$ cat config.mk
export PLATFORM = sky130hd
export DESIGN_NAME = tank_level_percent_autocal
export DESIGN_NICKNAME = d
export VERILOG_FILES = /design/src/sv/tlpa_pkg.sv /design/src/sv/tlpa_arith_unit.sv /design/src/sv/tank_level_percent_autocal.sv
export SDC_FILE = /design/constraint.sdc
export NUM_CORES = 1
export LEC_CHECK = 0
export ABC_AREA = 0
export BUFFER_PORTS_ARGS = -buffer_cell sky130_fd_sc_hd__clkbuf_2
export CELL_PAD_IN_SITES_DETAIL_PLACEMENT = 1
export CELL_PAD_IN_SITES_GLOBAL_PLACEMENT = 2
export CORE_UTILIZATION = 35
export CTS_CLUSTER_DIAMETER = 50
export CTS_CLUSTER_SIZE = 8
export DETAILED_ROUTE_END_ITERATION = 10
export PLACE_DENSITY_LB_ADDON = 0.1
export SETUP_SLACK_MARGIN = 0.02
export SLEW_MARGIN = 5
export SYNTH_ARGS = -nofsm -noshare
export SYNTH_HDL_FRONTEND = slang
export SYNTH_SLANG_ARGS = --single-unit
$ cat constraint.sdc
create_clock -name aclk -period 5.4 [get_ports aclk]
set_input_delay 1.08 -clock aclk [delete_from_list [all_inputs] [get_ports aclk]]
set_output_delay 1.08 -clock aclk [all_outputs]
set_load 0.05 [all_outputs]
$ cat src/sv/tlpa_pkg.sv
package tlpa_pkg;

    // Sensor sample width and the fixed calibration widths
    localparam int SAMPLE_BITS = 10;
    localparam int LEVEL_W     = 16;
    localparam int HEIGHT_W    = 8;
    localparam int PCT_W       = 8;
    localparam int CNT_W       = 6;
    localparam int CFG_ADDR_W  = 2;
    localparam int CFG_DATA_W  = 16;

    // Stream packing
    localparam int S_TDATA_W   = ((SAMPLE_BITS + 1 + 7) / 8) * 8;
    localparam int FLOAT_BIT   = SAMPLE_BITS;
    localparam int M_PCT_LSB   = 0;
    localparam int M_EMPTY_LSB = M_PCT_LSB + PCT_W;
    localparam int M_FULL_LSB  = M_EMPTY_LSB + LEVEL_W;
    localparam int M_VALID_BIT = M_FULL_LSB + LEVEL_W;
    localparam int M_TDATA_W   = ((M_VALID_BIT + 1 + 7) / 8) * 8;

    // Arithmetic unit widths: quotient never exceeds 100, so 7 quotient bits
    localparam int QUO_W       = 7;
    localparam int NUM_W       = SAMPLE_BITS + 7;
    localparam int DSH_W       = LEVEL_W + QUO_W - 1;
    localparam int ACC_W       = ((NUM_W > DSH_W) ? NUM_W : DSH_W) + 1;
    localparam int MUL_STEPS   = HEIGHT_W;
    localparam int DIV_STEPS   = QUO_W;
    localparam int STEP_W      = $clog2(MUL_STEPS);

    // Constants of the behavior
    localparam logic [PCT_W-1:0]    PCT_FULL    = PCT_W'(100);
    localparam logic [PCT_W-1:0]    PCT_ZERO    = '0;
    localparam logic [PCT_W-1:0]    PCT_UNSET   = PCT_W'(254);
    localparam logic [CNT_W-1:0]    SETTLE_MAX  = CNT_W'(40);
    localparam logic [7:0]          UNSET_BYTE  = 8'hFF;
    localparam logic [LEVEL_W-1:0]  LEVEL_RESET = '1;
    localparam logic [HEIGHT_W-1:0] HEIGHT_RESET = '1;

    // Configuration register indexes
    localparam logic [CFG_ADDR_W-1:0] REG_EMPTY_INIT = CFG_ADDR_W'(0);
    localparam logic [CFG_ADDR_W-1:0] REG_FULL_INIT  = CFG_ADDR_W'(1);
    localparam logic [CFG_ADDR_W-1:0] REG_ONE_METRE  = CFG_ADDR_W'(2);
    localparam logic [CFG_ADDR_W-1:0] REG_HEIGHT     = CFG_ADDR_W'(3);

    typedef enum logic [2:0] {
        ST_IDLE,
        ST_EVAL,
        ST_MUL,
        ST_CHECK,
        ST_DIV,
        ST_DONE
    } state_t;

    typedef enum logic {
        OP_MUL,
        OP_DIV
    } op_t;

    typedef struct packed {
        logic                start;
        op_t                 op;
        logic [ACC_W-1:0]    acc_init;
        logic [DSH_W-1:0]    opnd_init;
        logic [HEIGHT_W-1:0] mplr;
    } unit_req_t;

    typedef struct packed {
        logic               done;
        logic [LEVEL_W-1:0] result;
    } unit_rsp_t;

    function automatic logic level_set(input logic [LEVEL_W-1:0] v);
        return v[LEVEL_W-1 -: 8] != UNSET_BYTE;
    endfunction

endpackage

$ cat src/sv/tlpa_arith_unit.sv
// Shared add/subtract unit: shift-add multiply or restoring divide, one bit per cycle
module tlpa_arith_unit (
    input  logic                aclk,
    input  logic                aresetn,
    input  tlpa_pkg::unit_req_t req,
    output tlpa_pkg::unit_rsp_t rsp
);

    logic                                busy_reg, busy_next;
    logic                                done_reg, done_next;
    tlpa_pkg::op_t                       op_reg, op_next;
    logic [tlpa_pkg::STEP_W-1:0]         cnt_reg, cnt_next;
    logic [tlpa_pkg::ACC_W-1:0]          acc_reg, acc_next;
    logic [tlpa_pkg::DSH_W-1:0]          opnd_reg, opnd_next;
    logic [tlpa_pkg::HEIGHT_W-1:0]       mplr_reg, mplr_next;
    logic [tlpa_pkg::QUO_W-1:0]          quo_reg, quo_next;

    logic [tlpa_pkg::ACC_W-1:0]          addend;
    logic [tlpa_pkg::ACC_W-1:0]          sum;
    logic                                is_div;
    logic                                last_step;
    logic                                fits;

    assign is_div    = (op_reg == tlpa_pkg::OP_DIV);
    assign last_step = is_div ? (cnt_reg == tlpa_pkg::STEP_W'(tlpa_pkg::DIV_STEPS - 1))
                              : (cnt_reg == tlpa_pkg::STEP_W'(tlpa_pkg::MUL_STEPS - 1));

    // The one adder: remainder minus shifted divisor, or accumulator plus partial product
    always_comb begin
        if (is_div) begin
            addend = ~tlpa_pkg::ACC_W'(opnd_reg);
        end else if (mplr_reg[0]) begin
            addend = tlpa_pkg::ACC_W'(opnd_reg);
        end else begin
            addend = '0;
        end
        sum  = acc_reg + addend + tlpa_pkg::ACC_W'(is_div);
        fits = ~sum[tlpa_pkg::ACC_W-1];
    end

    always_comb begin
        busy_next = busy_reg;
        done_next = 1'b0;
        op_next   = op_reg;
        cnt_next  = cnt_reg;
        acc_next  = acc_reg;
        opnd_next = opnd_reg;
        mplr_next = mplr_reg;
        quo_next  = quo_reg;
        if (req.start) begin
            busy_next = 1'b1;
            op_next   = req.op;
            cnt_next  = '0;
            acc_next  = req.acc_init;
            opnd_next = req.opnd_init;
            mplr_next = req.mplr;
            quo_next  = '0;
        end else if (busy_reg) begin
            cnt_next = cnt_reg + tlpa_pkg::STEP_W'(1);
            if (is_div) begin
                if (fits) begin
                    acc_next = sum;
                end
                quo_next  = {quo_reg[tlpa_pkg::QUO_W-2:0], fits};
                opnd_next = opnd_reg >> 1;
            end else begin
                acc_next  = sum;
                opnd_next = opnd_reg << 1;
                mplr_next = mplr_reg >> 1;
            end
            if (last_step) begin
                busy_next = 1'b0;
                done_next = 1'b1;
            end
        end
    end

    always_ff @(posedge aclk) begin
        if (!aresetn) begin
            busy_reg <= 1'b0;
            done_reg <= 1'b0;
            op_reg   <= tlpa_pkg::OP_MUL;
            cnt_reg  <= '0;
        end else begin
            busy_reg <= busy_next;
            done_reg <= done_next;
            op_reg   <= op_next;
            cnt_reg  <= cnt_next;
        end
    end

    always_ff @(posedge aclk) begin
        acc_reg  <= acc_next;
        opnd_reg <= opnd_next;
        mplr_reg <= mplr_next;
        quo_reg  <= quo_next;
    end

    assign rsp.done   = done_reg;
    assign rsp.result = is_div ? tlpa_pkg::LEVEL_W'(quo_reg)
                               : acc_reg[tlpa_pkg::LEVEL_W-1:0];

endmodule

$ cat src/sv/tank_level_percent_autocal.sv
// Channel   | Direction | Handshake          | Contents
// ----------+-----------+--------------------+------------------------------------------
// s_        | in        | s_tvalid/s_tready  | tdata: sample, float_high; tuser: mode
// m_        | out       | m_tvalid/m_tready  | tdata: percent, empty, full, limits_valid
// cfg_      | in        | cfg_we             | cfg_addr selects register, cfg_wdata value
//
// Tracking sample (mode 0): EVAL, then DONE, where the result is registered. Report sample
// (mode 1): EVAL, MUL if the full level is derived (8-step shift-add multiply), CHECK, and
// DIV if in range (7-step restoring divide), both on the one shared add/subtract unit; then DONE.
// s_tready is high only in the idle state, entered as the result appears, so samples do not overlap.
// Reset (aresetn low, synchronous) loads all limits as unset and the percentage as 254.
// A result held by a low m_tready stalls the sequencer in its final state.
module tank_level_percent_autocal (
    input  logic                                aclk,
    input  logic                                aresetn,
    // stream in
    input  logic                                s_tvalid,
    output logic                                s_tready,
    input  logic [tlpa_pkg::S_TDATA_W-1:0]      s_tdata,   // sample, float_high, zero pad
    input  logic                                s_tuser,   // mode
    // stream out
    output logic                                m_tvalid,
    input  logic                                m_tready,
    output logic [tlpa_pkg::M_TDATA_W-1:0]      m_tdata,   // percent, empty_level,
                                                           // full_level, limits_valid, pad
    // configuration writes
    input  logic                                cfg_we,
    input  logic [tlpa_pkg::CFG_ADDR_W-1:0]     cfg_addr,
    input  logic [tlpa_pkg::CFG_DATA_W-1:0]     cfg_wdata
);

    tlpa_pkg::state_t                      state_reg, state_next;

    // captured transaction
    logic                                  mode_reg, mode_next;
    logic [tlpa_pkg::SAMPLE_BITS-1:0]      sample_reg, sample_next;
    logic                                  float_reg, float_next;

    // calibration state
    logic [tlpa_pkg::LEVEL_W-1:0]          empty_reg, empty_next;
    logic [tlpa_pkg::LEVEL_W-1:0]          full_reg, full_next;
    logic [tlpa_pkg::LEVEL_W-1:0]          one_metre_reg, one_metre_next;
    logic [tlpa_pkg::HEIGHT_W-1:0]         height_reg, height_next;
    logic                                  cleared_reg, cleared_next;
    logic [tlpa_pkg::CNT_W-1:0]            low_cnt_reg, low_cnt_next;
    logic [tlpa_pkg::CNT_W-1:0]            high_cnt_reg, high_cnt_next;
    logic [tlpa_pkg::PCT_W-1:0]            pct_reg, pct_next;

    // output register
    logic                                  m_tvalid_reg, m_tvalid_next;
    logic [tlpa_pkg::M_TDATA_W-1:0]        m_tdata_reg, m_tdata_next;

    tlpa_pkg::unit_req_t                   unit_req;
    tlpa_pkg::unit_rsp_t                   unit_rsp;

    logic [tlpa_pkg::LEVEL_W-1:0]          sample_ext;
    logic                                  limits_ok;
    logic                                  derive_full;
    logic                                  in_range;
    logic                                  span_zero;
    logic [tlpa_pkg::LEVEL_W-1:0]          span;
    logic [tlpa_pkg::LEVEL_W-1:0]          offset;
    logic [tlpa_pkg::NUM_W-1:0]            scaled;
    logic                                  out_free;
    logic [tlpa_pkg::CNT_W-1:0]            low_inc;
    logic [tlpa_pkg::CNT_W-1:0]            high_inc;

    tlpa_arith_unit u_arith (
        .aclk    (aclk),
        .aresetn (aresetn),
        .req     (unit_req),
        .rsp     (unit_rsp)
    );

    // Conditions shared by the sequencer and the datapath
    always_comb begin
        sample_ext  = tlpa_pkg::LEVEL_W'(sample_reg);
        limits_ok   = tlpa_pkg::level_set(empty_reg) && tlpa_pkg::level_set(full_reg);
        derive_full = tlpa_pkg::level_set(one_metre_reg) && !cleared_reg
                      && tlpa_pkg::level_set(empty_reg)
                      && (height_reg != tlpa_pkg::HEIGHT_RESET)
                      && !tlpa_pkg::level_set(full_reg);
        in_range    = limits_ok && (sample_ext >= empty_reg) && (sample_ext <= full_reg);
        span        = full_reg - empty_reg;
        span_zero   = (span == '0);
        offset      = sample_ext - empty_reg;
        // offset fits the sample width whenever the sample is in range
        scaled      = tlpa_pkg::NUM_W'(offset[tlpa_pkg::SAMPLE_BITS-1:0])
                      * tlpa_pkg::NUM_W'(tlpa_pkg::PCT_FULL);
        out_free    = !m_tvalid_reg || m_tready;
        low_inc     = low_cnt_reg + tlpa_pkg::CNT_W'(1);
        high_inc    = high_cnt_reg + tlpa_pkg::CNT_W'(1);
    end

    // Next state
    always_comb begin
        state_next = state_reg;
        case (state_reg)
            tlpa_pkg::ST_IDLE: begin
                if (s_tvalid) begin
                    state_next = tlpa_pkg::ST_EVAL;
                end
            end
            tlpa_pkg::ST_EVAL: begin
                if (!mode_reg) begin
                    state_next = tlpa_pkg::ST_DONE;
                end else if (derive_full) begin
                    state_next = tlpa_pkg::ST_MUL;
                end else begin
                    state_next = tlpa_pkg::ST_CHECK;
                end
            end
            tlpa_pkg::ST_MUL: begin
                if (unit_rsp.done) begin
                    state_next = tlpa_pkg::ST_CHECK;
                end
            end
            tlpa_pkg::ST_CHECK: begin
                if (in_range && !span_zero) begin
                    state_next = tlpa_pkg::ST_DIV;
                end else begin
                    state_next = tlpa_pkg::ST_DONE;
                end
            end
            tlpa_pkg::ST_DIV: begin
                if (unit_rsp.done) begin
                    state_next = tlpa_pkg::ST_DONE;
                end
            end
            tlpa_pkg::ST_DONE: begin
                if (out_free) begin
                    state_next = tlpa_pkg::ST_IDLE;
                end
            end
            default: begin
                state_next = tlpa_pkg::ST_IDLE;
            end
        endcase
    end

    // Datapath and outputs
    always_comb begin
        mode_next      = mode_reg;
        sample_next    = sample_reg;
        float_next     = float_reg;
        empty_next     = empty_reg;
        full_next      = full_reg;
        one_metre_next = one_metre_reg;
        height_next    = height_reg;
        cleared_next   = cleared_reg;
        low_cnt_next   = low_cnt_reg;
        high_cnt_next  = high_cnt_reg;
        pct_next       = pct_reg;
        m_tdata_next   = m_tdata_reg;
        m_tvalid_next  = m_tvalid_reg && !m_tready;
        s_tready       = 1'b0;

        unit_req.start     = 1'b0;
        unit_req.op        = tlpa_pkg::OP_MUL;
        unit_req.acc_init  = '0;
        unit_req.opnd_init = tlpa_pkg::DSH_W'(one_metre_reg - empty_reg);
        unit_req.mplr      = height_reg;

        case (state_reg)
            tlpa_pkg::ST_IDLE: begin
                s_tready    = 1'b1;
                mode_next   = s_tuser;
                sample_next = s_tdata[tlpa_pkg::SAMPLE_BITS-1:0];
                float_next  = s_tdata[tlpa_pkg::FLOAT_BIT];
            end
            tlpa_pkg::ST_EVAL: begin
                if (!mode_reg) begin
                    // tracking: push the limits toward persistent excursions
                    if (limits_ok) begin
                        if (sample_ext < empty_reg) begin
                            pct_next     = tlpa_pkg::PCT_ZERO;
                            low_cnt_next = low_inc;
                            if (low_inc > tlpa_pkg::SETTLE_MAX) begin
                                low_cnt_next = '0;
                                empty_next   = sample_ext;
                            end
                        end
                        if (sample_ext > full_reg) begin
                            pct_next = tlpa_pkg::PCT_FULL;
                            if (!float_reg) begin
                                high_cnt_next = high_inc;
                                if (high_inc > tlpa_pkg::SETTLE_MAX) begin
                                    high_cnt_next = '0;
                                    full_next     = sample_ext;
                                end
                            end
                        end
                    end
                end else if (derive_full) begin
                    // full = (one metre - empty) * height, kept modulo 2^16
                    unit_req.start = 1'b1;
                end
            end
            tlpa_pkg::ST_MUL: begin
                if (unit_rsp.done) begin
                    full_next    = unit_rsp.result;
                    cleared_next = 1'b1;
                end
            end
            tlpa_pkg::ST_CHECK: begin
                if (in_range) begin
                    low_cnt_next  = '0;
                    high_cnt_next = '0;
                    if (span_zero) begin
                        pct_next = tlpa_pkg::PCT_ZERO;
                    end else begin
                        unit_req.start     = 1'b1;
                        unit_req.op        = tlpa_pkg::OP_DIV;
                        unit_req.acc_init  = tlpa_pkg::ACC_W'(scaled);
                        unit_req.opnd_init = tlpa_pkg::DSH_W'(span) << (tlpa_pkg::QUO_W - 1);
                        unit_req.mplr      = '0;
                    end
                end
            end
            tlpa_pkg::ST_DIV: begin
                if (unit_rsp.done) begin
                    pct_next = unit_rsp.result[tlpa_pkg::PCT_W-1:0];
                end
            end
            tlpa_pkg::ST_DONE: begin
                if (out_free) begin
                    m_tvalid_next = 1'b1;
                    m_tdata_next  = '0;
                    m_tdata_next[tlpa_pkg::M_PCT_LSB +: tlpa_pkg::PCT_W]     = pct_reg;
                    m_tdata_next[tlpa_pkg::M_EMPTY_LSB +: tlpa_pkg::LEVEL_W] = empty_reg;
                    m_tdata_next[tlpa_pkg::M_FULL_LSB +: tlpa_pkg::LEVEL_W]  = full_reg;
                    m_tdata_next[tlpa_pkg::M_VALID_BIT]                      = limits_ok;
                end
            end
            default: begin
            end
        endcase

        // Configuration must arrive only while idle; the block itself does not enforce this
        if (cfg_we) begin
            case (cfg_addr)
                tlpa_pkg::REG_EMPTY_INIT: empty_next = cfg_wdata;
                tlpa_pkg::REG_FULL_INIT:  full_next  = cfg_wdata;
                tlpa_pkg::REG_ONE_METRE: begin
                    one_metre_next = cfg_wdata;
                    cleared_next   = 1'b0;
                end
                tlpa_pkg::REG_HEIGHT:     height_next = cfg_wdata[tlpa_pkg::HEIGHT_W-1:0];
                default: begin
                end
            endcase
        end
    end

    always_ff @(posedge aclk) begin
        if (!aresetn) begin
            state_reg     <= tlpa_pkg::ST_IDLE;
            empty_reg     <= tlpa_pkg::LEVEL_RESET;
            full_reg      <= tlpa_pkg::LEVEL_RESET;
            one_metre_reg <= tlpa_pkg::LEVEL_RESET;
            height_reg    <= tlpa_pkg::HEIGHT_RESET;
            cleared_reg   <= 1'b0;
            low_cnt_reg   <= '0;
            high_cnt_reg  <= '0;
            pct_reg       <= tlpa_pkg::PCT_UNSET;
            m_tvalid_reg  <= 1'b0;
        end else begin
            state_reg     <= state_next;
            empty_reg     <= empty_next;
            full_reg      <= full_next;
            one_metre_reg <= one_metre_next;
            height_reg    <= height_next;
            cleared_reg   <= cleared_next;
            low_cnt_reg   <= low_cnt_next;
            high_cnt_reg  <= high_cnt_next;
            pct_reg       <= pct_next;
            m_tvalid_reg  <= m_tvalid_next;
        end
    end

    // Payload: hold the captured transaction and the result word
    always_ff @(posedge aclk) begin
        mode_reg    <= mode_next;
        sample_reg  <= sample_next;
        float_reg   <= float_next;
        m_tdata_reg <= m_tdata_next;
    end

    assign m_tvalid = m_tvalid_reg;
    assign m_tdata  = m_tdata_reg;

endmodule

**Word-level counts from Yosys, hierarchy flattened**

Index checks and enable logic that the tools add are counted.

- $lt $le $gt $ge: 6
- $add $sub $neg: 8
- Muxes and demuxes: 75
- Bitwise operators: 4
- Reduce and logical (&&, ||, !) cells: 33
- Multipliers: 1
- Equality and inequality tests: 28

Operators by type and width:

| kind | number |
|---|---|
| 2-to-1 mux 16 bit | 16 |
| 2-to-1 mux 23 bit | 5 |
| 2-to-1 mux 55 bit | 2 |
| 2-to-1 mux 22 bit | 4 |
| 2-to-1 mux 8 bit | 10 |
| 2-to-1 mux 6 bit | 10 |
| 2-to-1 mux 54 bit | 1 |
| != test 8 bit, second input constant | 4 |
| one-hot mux 16 bit (2 select lines) | 1 |
| one-hot mux 6 bit (2 select lines) | 2 |
| one-hot mux 8 bit (3 select lines) | 1 |
| adder 23 x 1 -> 23 bit | 1 |
| adder 23 bit | 1 |
| NOT 22 -> 23 bit | 1 |
| != test 2 bit, second input constant | 9 |
| one-hot mux 3 bit (6 select lines) | 1 |
| subtractor 16 x 16 -> 17 bit | 1 |
| greater-or-equal comparator 10 x 16 -> 1 bit | 1 |
| greater-than comparator 10 x 16 -> 1 bit | 1 |
| less-or-equal comparator 10 x 16 -> 1 bit | 1 |
| zero test 16 bit | 1 |
| less-than comparator 10 x 16 -> 1 bit | 1 |
| 2-to-1 mux 1 bit | 16 |
| subtractor 16 bit | 1 |
| 30 further kinds | 63 |

- Input bits: 40
- Output and inout bits: 50
- Bits in registers: 200

**Logic depth before layout (Yosys ltp)**

- Depth after elaboration: 10
- Mapped depth: 23
- Gate-level depth less buffers: 23

**By module**

Synthesis repeated with hierarchy kept, for this count alone.

- Cell total of the unflattened synthesis: 1518
- Area total of the unflattened synthesis: 13469.2 µm²

Modules (own cells, without submodules):

| module | area an instance (µm²) | cells an instance | sequential area each (µm²) | times used |
|---|---|---|---|---|
| tank_level_percent_autocal | 9120.0 | 1056 | 3213.1 | 1 |
| tlpa_arith_unit | 4349.2 | 462 | 1851.8 | 1 |

**Worst setup path after synthesis**

OpenSTA, ideal clock, no wires.

- Kind: reg-to-reg
- Start point: register u_arith.op_reg, in the netlist u_arith.is_div
- End point: register u_arith.acc_reg[0] in the netlist's numbering (enable)
- Buffers on the path: 2
- Path slack: 48 ps
- Data required time: 4965 ps
- Stages on the path, launching flop included: 18
- Arrival time: 4917 ps
- Clock period less this slack: 5352 ps
- Cell sequence: dfxtp_1 -> clkbuf_1 -> nor2b_1 -> clkbuf_1 -> nand2_1 -> o21ai_0 -> fa_1 -> inv_1 -> fa_1 -> nand2b_1 -> a21oi_1 -> o21ai_0 -> a21oi_1 -> o21ai_0 -> a31oi_1 -> mux2i_1 -> nor3_1 -> o21ai_0

- Word-level cells in the longest chain between the ends: 5

Ends and longest elaborated chain:

| element | line | source |
|---|---|---|
| start: declaration | tlpa_arith_unit.sv:11 | `tlpa_pkg::op_t op_reg, op_next;` |
| start signal: assignment | tlpa_arith_unit.sv:82 | `op_reg <= tlpa_pkg::OP_MUL;` |
| start signal: assignment | tlpa_arith_unit.sv:87 | `op_reg <= op_next;` |
| 2-to-1 mux 23 bit | tlpa_arith_unit.sv:30 | `if (is_div) begin` |
| adder 23 bit | tlpa_arith_unit.sv:37 | `sum = acc_reg + addend + tlpa_pkg::ACC_W'(is_div);` |
| adder 23 x 1 -> 23 bit | tlpa_arith_unit.sv:37 |  |
| != test 3 x 2 -> 1 bit (no source line) * | n/a |  |
| AND reduction 2 bit (no source line) * | n/a |  |
| end signal: assignment | tlpa_arith_unit.sv:93 | `acc_reg <= acc_next;` |
| end: declaration | tlpa_arith_unit.sv:13 | `logic [tlpa_pkg::ACC_W-1:0] acc_reg, acc_next;` |

Mark *: on every way between the ends. The rest lies on a longest branch, timed or not.
A chain may end at the register's enable or synchronous reset.

**Worst setup path in the final report**

- Start point: register empty_reg[1] in the netlist's numbering
- End point: register u_arith.acc_reg[16] in the netlist's numbering, data pin

- Word-level cells in the longest chain between the ends: 6
- Elaborated cells between the ends (all ways): 12

Ends and longest elaborated chain:

| element | line | source |
|---|---|---|
| start: declaration | tank_level_percent_autocal.sv:40 | `logic [tlpa_pkg::LEVEL_W-1:0] empty_reg, empty_next;` |
| start signal: assignment | tank_level_percent_autocal.sv:258 | `empty_reg <= tlpa_pkg::LEVEL_RESET;` |
| start signal: assignment | tank_level_percent_autocal.sv:269 | `empty_reg <= empty_next;` |
| subtractor 10 bit (tied with other cells) | tank_level_percent_autocal.sv:86 | `offset = sample_ext - empty_reg;` |
| multiplier 10 x 5 -> 15 bit (tied with other cells) | tank_level_percent_autocal.sv:89 | `* tlpa_pkg::NUM_W'(tlpa_pkg::PCT_FULL);` |
| 2-to-1 mux 55 bit or logical AND 1 bit (tied branches) | tank_level_percent_autocal.sv:209, tank_level_percent_autocal.sv:83 |  |
| 2-to-1 mux 55 bit * | tank_level_percent_autocal.sv:206 | `if (in_range) begin` |
| 2-to-1 mux 54 bit or one-hot mux 1 bit (2 select lines) (tied branches) | tank_level_percent_autocal.sv:164 | `case (state_reg)` |
| 2-to-1 mux 23 bit * | tlpa_arith_unit.sv:50 | `if (req.start) begin` |
| via u_arith.acc_next, one bit | tlpa_arith_unit.sv:13 |  |

The timed path passes the listed nets; every way through them passes the cells marked *.

==> results.txt <==
* Half-perimeter wire length of the detailed placement result: roughly 34000 um
- Diodes inserted: 0
* Count of max-cap constraint violations: 0
* Highest-count cells in the layout ignoring fill and taps: sky130_fd_sc_hd__nand2_1, sky130_fd_sc_hd__ha_1, sky130_fd_sc_hd__edfxtp_1, sky130_fd_sc_hd__nor2_1, sky130_fd_sc_hd__dfxtp_1
- Most repeated library cell on the critical path: sky130_fd_sc_hd__ha_1
* Number of enable flip-flop cells after synthesis: 106
- From bottom edge to top edge, the die measures 194 um.
- Yosys warns: 0
- Total Die Area: 37800 um^2
- After global routing the overflow that remains totals 0.
- Status: finished, final reports clean
- For this run, the leading register cell type out of synthesis is sky130_fd_sc_hd__edfxtp_1.
- For this design, the sink count on the clock tree is 200.
- The final-report hold violation count was 0.
- Min-Delay Startpoint: pct_reg[7]
- TritonCTS built the clock tree.
* FF-to-FF path depth: 19
- Layout Nets: approximately 1700
* Path class of the lowest-slack min-delay path: flip-flop to flip-flop
* Total of fill cells in the finished design: 4233
* Final-report setup violation count: 0
* Post-synth top area cell: sky130_fd_sc_hd__edfxtp_1
- For this run, the slowest stage of the critical path takes 0.45 ns.
* Area added between synthesis and finish: 11.8%
- Relative slew slack: 0.255
- Largest buffer count on any clock path: 2
- Drt first-iter violations: 531
* Share of the clock period used by the worst path after layout: 0.930
- DR vias: roughly 11000
- Start of the worst register-to-register path: empty_reg[1]
- The analysis attributes to cell leakage a power of 6.23 nW.
* Total of buffers placed on input and output ports: 77
- CTS built an H-tree with a depth of 4.
- The worst hold path terminates at m_tdata[7].
- The floorplan step defined a core boundary enclosing 36500 um^2.
* Vias in the first global route: 11200
- Clock-pin slew was measured on the worst setup and hold paths at around 0.080 ns.
- Global router's overall resource usage: 0.235
* Average detailed-routed wire length per instance: ~22 um
* Highest ir drop seen on vdd: 0.000380 V
- Number of top-level pins: 90
- Counting I/O delays and the setup requirement, the final critical path takes between 5 and 6 ns.
* Kind of end point of the critical path: flip-flop
- In the routed design, unresolved DRC markers number 0.
* Number of max-slew violations in the final report: 0
* Clock skew after layout: between 0.01 and 0.015 ns
* Final Routed Wirelength: 43400 um
* ANT nets after route: 0
* Syn Inst Count: between 1000 and 1500
- Timing would allow up to between 150 and 200 MHz.
- Worst path arrival time: 5.23 ns
- In the synthesized netlist the async set-or-reset flop fraction comes to 0.
- The setup path with the least slack is of type flip-flop to flip-flop.
* Final hold slack: 0.438 ns
- Excluding fillers, the count of instances in the completed layout stands at 1982.
- The initial antenna violation count is 4.
* Area share of the leading cell type in the synthesized netlist: 0.245
- CTS root buffer: sky130_fd_sc_hd__clkbuf_16
* Flops & latches, synth: 200
* Clock latency reported for the late side of the worst-skew pair: 0.46 ns
- The pre-antenna-repair detailed-routing pass consisted of 5 iterations.
- Of the synthesized area, sequential elements account for 0.391.
- TNS Setup: 0 ns
- Cell depth of the worst hold path: 0
* Share of cells above drive strength 1: 0.110
- TritonCTS created 17 clock buffers.
- Slack of the worst reg-to-reg path: 0.38 ns
- For this configuration, the core starts out at a cell density of 0.355.
- Hold Buf Count CTS: 0
- Launching element type of the critical path: flip-flop
* Commonest non-fill, non-tap cell in the layout: sky130_fd_sc_hd__nand2_1
- Of all nets on the critical path, the largest fanout is 4.
- In the post-synthesis netlist, the biggest area contributors are sky130_fd_sc_hd__edfxtp_1, sky130_fd_sc_hd__dfxtp_1, sky130_fd_sc_hd__ha_1, sky130_fd_sc_hd__nand2_1, sky130_fd_sc_hd__o21ai_0.
- After synthesis the cells add up to 13000 um^2.
* Pin count of the biggest net entering global routing: 56
* Post-Synthesis Mean Instance Area: 9.00 um^2
- The endpoint identified for the worst register-to-register timing path is u_arith.acc_reg[16].
- For the pin with the worst max-slew slack, the measured transition is between 1 and 1.5 ns.
* Overall die width: 194 um
* Critical path data required time: 5.60 ns
- Placer Congestion: approximately 0.90
- The first global-routing pass estimated ~67000 um of wire.
- Routed vias/inst: approximately 5.6
- Traced cell by cell, the critical path runs through inv_1, ha_1, nor2b_1, o21ai_0, a21boi_0, o21ai_1, a21boi_0, o21ai_1, a21boi_1, mux2_2, or2_2, ha_1, ha_1, ha_1, ha_1, a21o_1, a21oi_1, xor2_1, o21ai_1.
* Placed insts: 1950
- The register with the most flip-flops in the layout has 41 of them.
- Setup repair after global routing left no endpoint under its margin.
- The synthesized netlist contains 76 unique library cells.
- Power per standard cell area: 441 nW/um^2
* Crit path max-delay cell type: sky130_fd_sc_hd__dfxtp_1
- In this run the core area contains 70 standard-cell rows.
## repair_timing
item / CTS / global route
buffers inserted: 0 / 0
setup endpoints to repair: 0 / 2
resized for setup: 0 / 3
## per-layer routing
layer	GRT usage	up-vias	wire, um	part of all wire
met5	0	-	18	0.00041
met4	0.0711	4	1040	0.024
met3	0.0385	53	1360	0.031
met2	0.394	174	20800	0.48
met1	0.308	5395	20200	0.47
li1	-	5375	-	-
## cells in the mapped netlist, types with 28 or more instances
master / instances
sky130_fd_sc_hd__ha_1: 111
sky130_fd_sc_hd__inv_1: 65
sky130_fd_sc_hd__nand3_1: 65
sky130_fd_sc_hd__dfxtp_1: 94
sky130_fd_sc_hd__nor2_1: 95
sky130_fd_sc_hd__clkbuf_1: 48
sky130_fd_sc_hd__edfxtp_1: 106
sky130_fd_sc_hd__a21oi_1: 87
sky130_fd_sc_hd__o21ai_0: 89
sky130_fd_sc_hd__nand2_1: 188
sky130_fd_sc_hd__nor3_1: 34
sky130_fd_sc_hd__xnor2_1: 28
## metrics by stage
step / worst slack (ns) / total power [mW] / area (um^2) / utilization
after floorplan: 0.0482 / 4.16 / 13000 / -
after global placement: 0.298 / 5.02 / 13900 / 0.380
after detailed placement: 0.271 / 5.10 / 13900 / 0.380
after CTS: 0.220 / 6.48 / 14500 / 0.397
after global routing: 0.0345 / 6.92 / 14500 / 0.397
final: 0.379 / 6.39 / 14500 / 0.397
## kinds of logic after synthesis
kind of cell,Yosys count,synth area share
other,1,0.000289
AOI/OAI and AO/OA,390,0.198
xor gates and xnor gates,52,0.0357
and+or+nand+nor,522,0.192
buffers and inverters,128,0.0400
DFF,200,0.391
muxes,27,0.0215
adders and majority gates,121,0.123
## how the worst max path moves through the flow
| stage | start | depth (start not counted) | slack, ns | end |
|---|---|---|---|---|
| 2_1_floorplan | u_arith.is_div | 17 | 0.05 | u_arith.acc_reg[0] |
| 3_3_place_gp | empty_reg[1] | 21 | 0.30 | u_arith.acc_reg[16] |
| 3_5_place_dp | empty_reg[1] | 19 | 0.27 | u_arith.acc_reg[16] |
| 4_1_cts | empty_reg[1] | 21 | 0.22 | u_arith.acc_reg[16] |
| 5_1_grt | empty_reg[1] | 21 | 0.03 | u_arith.acc_reg[16] |
| 6_report | empty_reg[1] | 19 | 0.38 | u_arith.acc_reg[16] |
## layout make-up
type                            instances  area (um^2)  area share
Timing Repair Buffer                   98          556      0.0383
Inverter                               65          244      0.0168
Tap cell                              468          586      0.0404
Clock inverter                         14          151      0.0104
Clock buffer                           18          450      0.0311
Multi-Input combinational cell       1119         7440       0.513
Sequential cell                       200         5070       0.350
## power breakdown
part           internal (mW)  switching, mW
registers               1.78          0.164
logic                   1.20           1.89
clock network          0.686          0.669
total                   3.67           2.72
## worst max-delay path, delay by kind of cell, from the launching register on
kind | cells | cell delay (ns)
adders and majority gates | 5 | 1.54
muxes | 1 | 0.39
and+or+nand+nor | 2 | 0.44
DFF | 1 | 0.45
buffers and inverters | 1 | 0.09
AOI/OAI and AO/OA | 9 | 1.68
xor gates and xnor gates | 1 | 0.17
Note: power is estimated with default switching activity, not from simulation.
